File: src/rtl/core/mmq_pkg.sv
// Package for the min/max queue built from two stacks.
// Holds the field widths, operation and status codes, and the command and
// status structs shared by the controller and the datapath. No dependencies.
package mmq_pkg;

  localparam int unsigned QUEUE_DEPTH_DEF = 64;
  localparam int unsigned VALUE_BITS_DEF  = 32;

  localparam int unsigned VALUE_W  = 32;
  localparam int unsigned COUNT_W  = 7;
  localparam int unsigned STATUS_W = 2;

  typedef enum logic {
    OP_PUSH = 1'b0,
    OP_POP  = 1'b1
  } op_e;

  typedef enum logic [STATUS_W-1:0] {
    STATUS_OK    = 2'd0,
    STATUS_FULL  = 2'd1,
    STATUS_EMPTY = 2'd2
  } status_e;

  typedef struct packed {
    logic    push;
    logic    pop_out;
    logic    xfer_start;
    logic    xfer_step;
    logic    top_from_ram;
    logic    rsp_src_ram;
    logic    load_rsp;
    status_e status;
  } cmd_t;

  typedef struct packed {
    logic full;
    logic in_empty;
    logic out_empty;
    logic out_single;
  } stat_t;

endpackage

File: src/rtl/core/mmq_ctrl.sv
// Controller for the min/max queue: sequences pushes, pops and stack moves.
// Depends on mmq_pkg for the command and status structs and the codes.
module mmq_ctrl (
  input  logic           clk_i,
  input  logic           rst_ni,
  input  logic           req_valid_i,
  input  logic           req_op_i,
  output logic           req_ready_o,
  input  logic           rsp_ready_i,
  output logic           rsp_valid_o,
  input  mmq_pkg::stat_t stat_i,
  output mmq_pkg::cmd_t  cmd_o
);
  import mmq_pkg::*;

  typedef enum logic [1:0] {
    ST_IDLE,
    ST_POP_RD,
    ST_XFER,
    ST_RESP
  } state_e;

  state_e  state_q, state_d;
  status_e st_q, st_d;
  logic    out_valid_q, out_valid_d;
  logic    rsp_free;
  cmd_t    cmd;

  assign rsp_free = !out_valid_q || rsp_ready_i;

  always_comb begin
    state_d    = state_q;
    st_d       = st_q;
    cmd        = '0;
    cmd.status = st_q;
    unique case (state_q)
      ST_IDLE: begin
        if (req_valid_i) begin
          state_d = ST_RESP;
          st_d    = STATUS_OK;
          if (req_op_i == OP_PUSH) begin
            if (stat_i.full) begin
              st_d = STATUS_FULL;
            end else begin
              cmd.push = 1'b1;
            end
          end else if (!stat_i.out_empty) begin
            cmd.pop_out = 1'b1;
            if (!stat_i.out_single) begin
              state_d = ST_POP_RD;
            end
          end else if (!stat_i.in_empty) begin
            cmd.xfer_start = 1'b1;
            state_d        = ST_XFER;
          end else begin
            st_d = STATUS_EMPTY;
          end
        end
      end
      ST_POP_RD: begin
        cmd.top_from_ram = 1'b1;
        cmd.rsp_src_ram  = 1'b1;
        if (rsp_free) begin
          cmd.load_rsp = 1'b1;
          state_d      = ST_IDLE;
        end else begin
          state_d = ST_RESP;
        end
      end
      ST_XFER: begin
        // The entry read last is the oldest one once the in stack is drained;
        // it is the value this pop removes, so it is not moved.
        if (!stat_i.in_empty) begin
          cmd.xfer_step = 1'b1;
        end else begin
          state_d = ST_RESP;
        end
      end
      ST_RESP: begin
        if (rsp_free) begin
          cmd.load_rsp = 1'b1;
          state_d      = ST_IDLE;
        end
      end
      default: begin
        state_d = ST_IDLE;
      end
    endcase
    out_valid_d = cmd.load_rsp || (out_valid_q && !rsp_ready_i);
  end

  always_ff @(posedge clk_i or negedge rst_ni) begin
    if (!rst_ni) begin
      state_q     <= ST_IDLE;
      st_q        <= STATUS_OK;
      out_valid_q <= 1'b0;
    end else begin
      state_q     <= state_d;
      st_q        <= st_d;
      out_valid_q <= out_valid_d;
    end
  end

  assign req_ready_o = (state_q == ST_IDLE);
  assign rsp_valid_o = out_valid_q;
  assign cmd_o       = cmd;

`ifndef ASSERT_OFF
  a_no_overwrite: assert property (@(posedge clk_i) disable iff (!rst_ni)
    cmd.load_rsp |-> (!out_valid_q || rsp_ready_i))
    else $error("result register loaded while a result still waits");

  a_xfer_entry: assert property (@(posedge clk_i) disable iff (!rst_ni)
    (state_q == ST_IDLE && req_valid_i && req_op_i == OP_POP && stat_i.out_empty
     && !stat_i.in_empty) |=> (state_q == ST_XFER))
    else $error("pop on an empty out stack did not start a stack move");

  a_push_not_full: assert property (@(posedge clk_i) disable iff (!rst_ni)
    cmd.push |-> !stat_i.full)
    else $error("push issued while the queue is full");
`endif

endmodule

File: config.mk
export PLATFORM = sky130hd
export DESIGN_NAME = mmq_ctrl
export DESIGN_NICKNAME = d
export VERILOG_FILES = /design/src/rtl/core/mmq_pkg.sv /design/src/rtl/core/mmq_ctrl.sv
export SDC_FILE = /design/constraint.sdc
export NUM_CORES = 1
export LEC_CHECK = 0
export BUFFER_PORTS_ARGS = -buffer_cell sky130_fd_sc_hd__buf_2
export CORE_AREA = 3 3 40 42
export DETAILED_ROUTE_END_ITERATION = 8
export DIE_AREA = 0 0 43 45
export PLACE_DENSITY_LB_ADDON = 0.08
export REMOVE_ABC_BUFFERS = 1
export SLEW_MARGIN = 20
export SYNTH_ARGS = -nofsm -noshare
export SYNTH_HDL_FRONTEND = slang
export SYNTH_SLANG_ARGS = --single-unit
File: constraint.sdc
create_clock -name clk_i -period 1.5 [get_ports clk_i]
set_input_delay 0.3 -clock clk_i [delete_from_list [all_inputs] [get_ports clk_i]]
set_output_delay 0.3 -clock clk_i [all_outputs]
set_load 0.02 [all_outputs]
# Word level (Yosys, flattened, before mapping)
# Index checks and enable logic that the tools add are counted.
# W data, S select, Z words.
[totals]
wordCells = 43
out_inout_bits = 11
inputBits = 9
ff_bits = 5
[op_classes]
reduce_logical = 9
muxes = 25
eq_ne = 6
[ops]
columns = ["cell", "n"]
rows = [
  ["$mux W2", 12],
  ["$mux W1", 10],
  ["$pmux W2 S4", 1],
  ["$mux W3", 2],
  ["$ne A2 B2 Y1 const B", 3],
  ["$eq A2 B2 Y1 const B", 2],
  ["$reduce_and A3 Y1", 1],
  ["$eq A2 B1 Y1 const B", 1],
  ["$logic_not A1 Y1", 2],
  ["$logic_not A2 Y1", 1],
  ["$logic_or A1 B1 Y1", 2],
  ["$reduce_and A2 Y1", 1],
  ["$reduce_or A2 Y1", 1],
  ["$logic_and A1 B1 Y1", 1],
]

# Logic depth before layout (Yosys ltp)
[logic_depth]
depth_word = 5
depth_mapped = 4
depth_no_buf = 3

# Worst setup path after synthesis
# OpenSTA, ideal clock, no wires.
[synth_path]
kind = "reg-to-output"
start = "register state_q[0]"
end = "output port cmd_o[8] (netlist bit)"
stages_incl_launch_ff = 4
n_path_buf = 1
arrival_ns = 1.407
required_ns = 1.200
slack_ns = -0.207
cell_sequence = "dfrtp_1 -> or3b_1 -> buf_6 -> nor3_1"
[synth_lines]
columns = ["element", "line", "text"]
rows = [
  ["start: declaration", "mmq_ctrl.sv:23", "state_e state_q, state_d;"],
  ["start signal: assignment", "mmq_ctrl.sv:98", "state_q <= state_d;"],
  ["end: declaration", "mmq_ctrl.sv:12", "output mmq_pkg::cmd_t cmd_o"],
]

==> qor.yml <==
io_pins: 20
antenna_found_initial: 0
first_iter_violations: 2
cp_slowest_cell: "or3b_4"
row_count: 13
gp_congestion: 0.7044
drt-total-wl_um: 737
run_status: "complete, but fails checks"
cp.arrival_ps: 1370
timing.final.crit_share_pct: 111.4
synthCells: 30
hold_viol: 0
synth.distinct_cells: 17
clockBufferDepth: 2
grt-ovfl-total: 0
drc: 0
ant_nets: 0
drive_gt1_share_pct: 56.36
yosys_warnings: 0
hpwl_um: 585.9
die_w_um: 43
clk_pin_slew_ps: 40
clock_skew_ps: 4.225
vias: 297
cp-end-kind: "output pin"
via_per_inst: 4.243
nNetsFinal: 65
start_kind: "flop"
p_leak_nw: 0.2271
grt_first_pass_wirelength_mm: 1.048
core_area_um2: 1285
synthesis.area_um2: 287.8
antenna_cells: 0
hold_path_depth: 3
maxCapViolCount: 0
total_power_mw: 0.8647
path_max_fanout: 4
vdd_drop_max_mv: 0.7053
critPathMaxStageDelay_ps: 430
tns_ps: -401.3
cts_num_sinks: 5
holdCritStartpoint: "stat_i[3]"
cellPowerDensity_nw_per_um2: 1863
final-max-slew-violation-count: 0
violations: "negative setup slack"
ys_seq_elements: 5
holdPathEnd: "st_q[0]$_DFFE_PN0P_"
reg2regPathDepth: 3
firstDrtPassIters: 2
timing.rr.start: "state_q[1]$_DFFE_PN0P_"
ff2ff_setup_slack_ps: 280
die_area_um2: 1935
synth_area_per_cell_um2: 9.593
worstPathBufferInverterCount: 1
grt_max_degree: 8
grt_setup_unrepaired: "yes"
layout_setup_ws_ps: -171.3
grt_use_total_pct: 7.970
htreeDepth: 1
slew-limit-headroom_pct: 85.02
post_cts_buffers: 0
syn_to_final_growth_pct: 61.30
setup_viol: 3
grt_pass1_vias: 271
clock.fmax_mhz: 598.3
cts_buffers: 3
regToRegEndpoint: "state_q[0]$_DFFE_PN0P_"
min_period_ps: 1671
insertion_delay_ps: 240
critPathKind: "reg2out"
cp_top_family: "simple AND/OR/NAND/NOR gates"
path_cells: "or3b_4, nor3b_2, buf_4"
cts_root_buf: "clkbuf_4"
wl_per_cell_um: 10.53
dp_slack_ps: 52.05
critPathRequiredTime_ps: 1200
start_util_pct: 22.40
ys_seq_area_share_pct: 43.48
tightestPinTransition_ps: 222.3
io_buffer_count: 19
die_y_um: 45
cts_tree: "yes"
hold_class: "in2reg"
[cell type report]
class                      instances  area, um2
sequential                         5      125.1
multi-input combinational         23      158.9
fill                             147      820.8
clock buffer                       4      26.28
tap                               15      18.77
timing repair buffer              23      135.1
[state kept, by name, summed over array words and instances, names as in the netlist]
signal and flops:
state_q 2, st_q 2, rsp_valid_o 1
[cells in the mapped netlist]
| cell type | number | share of area [%] |
|---|---|---|
| nor3b_2 | 1 | 4.3 |
| nand2_1 | 3 | 3.9 |
| dfrtp_1 | 5 | 43 |
| o21ai_1 | 2 | 3.5 |
| nor3_1 | 1 | 1.7 |
| buf_4 | 1 | 2.6 |
| or3b_1 | 1 | 3.0 |
| nor2b_1 | 1 | 2.2 |
| and2_1 | 2 | 4.3 |
| nor2_1 | 2 | 2.6 |
| nand2b_1 | 4 | 8.7 |
| buf_6 | 1 | 3.9 |
| o21ai_0 | 2 | 3.5 |
| o221ai_2 | 1 | 5.2 |
| a21oi_1 | 1 | 1.7 |
| nand3b_1 | 1 | 2.6 |
| nor3b_1 | 1 | 2.6 |
[how the worst max path moves through the flow]
stage                          end              startpoint  cells after the start  slack (ps)
after floorplan           cmd_o[8]  state_q[0]$_DFFE_PN0P_                      2        -210
after global placement    cmd_o[6]  state_q[0]$_DFFE_PN0P_                      3          70
after detailed placement  cmd_o[6]  state_q[0]$_DFFE_PN0P_                      3          50
after CTS                 cmd_o[6]  state_q[0]$_DFFE_PN0P_                      3        -180
after global routing      cmd_o[6]  state_q[1]$_DFFE_PN0P_                      3        -220
final                     cmd_o[6]  state_q[1]$_DFFE_PN0P_                      3        -170
[report_power, final]
group / leakage, nW / internal (mW) / switching, mW
clock network: 0.0150 / 0.101 / 0.0551
registers: 0.0611 / 0.201 / 0.0358
logic: 0.151 / 0.197 / 0.276
[kinds of logic (layout without fill, tap and decap cells)]
| family | after synthesis | count (layout) | share of synthesized area (%) |
|---|---|---|---|
| AND/OR/NAND/NOR | 17 | 17 | 36.09 |
| AO/OA/AOI/OAI | 6 | 6 | 13.91 |
| flip-flops | 5 | 5 | 43.48 |
| buffers and inverters | 2 | 27 | 6.522 |
[placed cells by master (no fill, tap or decap), drive strengths merged]
cell type,count
buf,22
dfrtp,5
nand2b,4
clkbuf,4
o21ai,4
nand2,3
and2,2
nor3b,2
nor2,2
or3b,1
nor2b,1
nor3,1
nand3b,1
o221ai,1
a21oi,1
dlygate4sd3,1
[stage by stage]
step	hold WS (ps)	util (%)	instance area, um2	std cells
global placement	121.4	31.55	405.4	65
finish	324.7	36.12	464.2	70
CTS	311.9	34.96	449.2	70
floorplan	4.409	-	269.0	28
global route	342.5	36.12	464.2	70
detailed placement	119.3	31.55	405.4	65
[what timing repair did]
action | in CTS | in global routing
pin swaps | 0 | 1
hold buffers | 1 | 0
gates resized for setup | 3 | 4
setup endpoints to repair | 3 | 4
endpoints found under the hold margin | 5 | 0
[routing by layer]
metal | track usage (%) | wire length (um) | up-vias
li1 | - | - | 151
met1 | 7.389 | 290 | 132
met2 | 11.38 | 359 | 14
met3 | 8.367 | 87 | 0
met4 | 3.614 | 0 | 0
met5 | 0 | 0 | -
[worst reg2reg max path: cells and delay by family, from the launching register on]
kind | cells | cell delay [ps]
buf+inv | 1 | 170
simple gates | 1 | 430
flops | 1 | 380
compound gates | 1 | 160
Power figures use the tool's default switching activity.
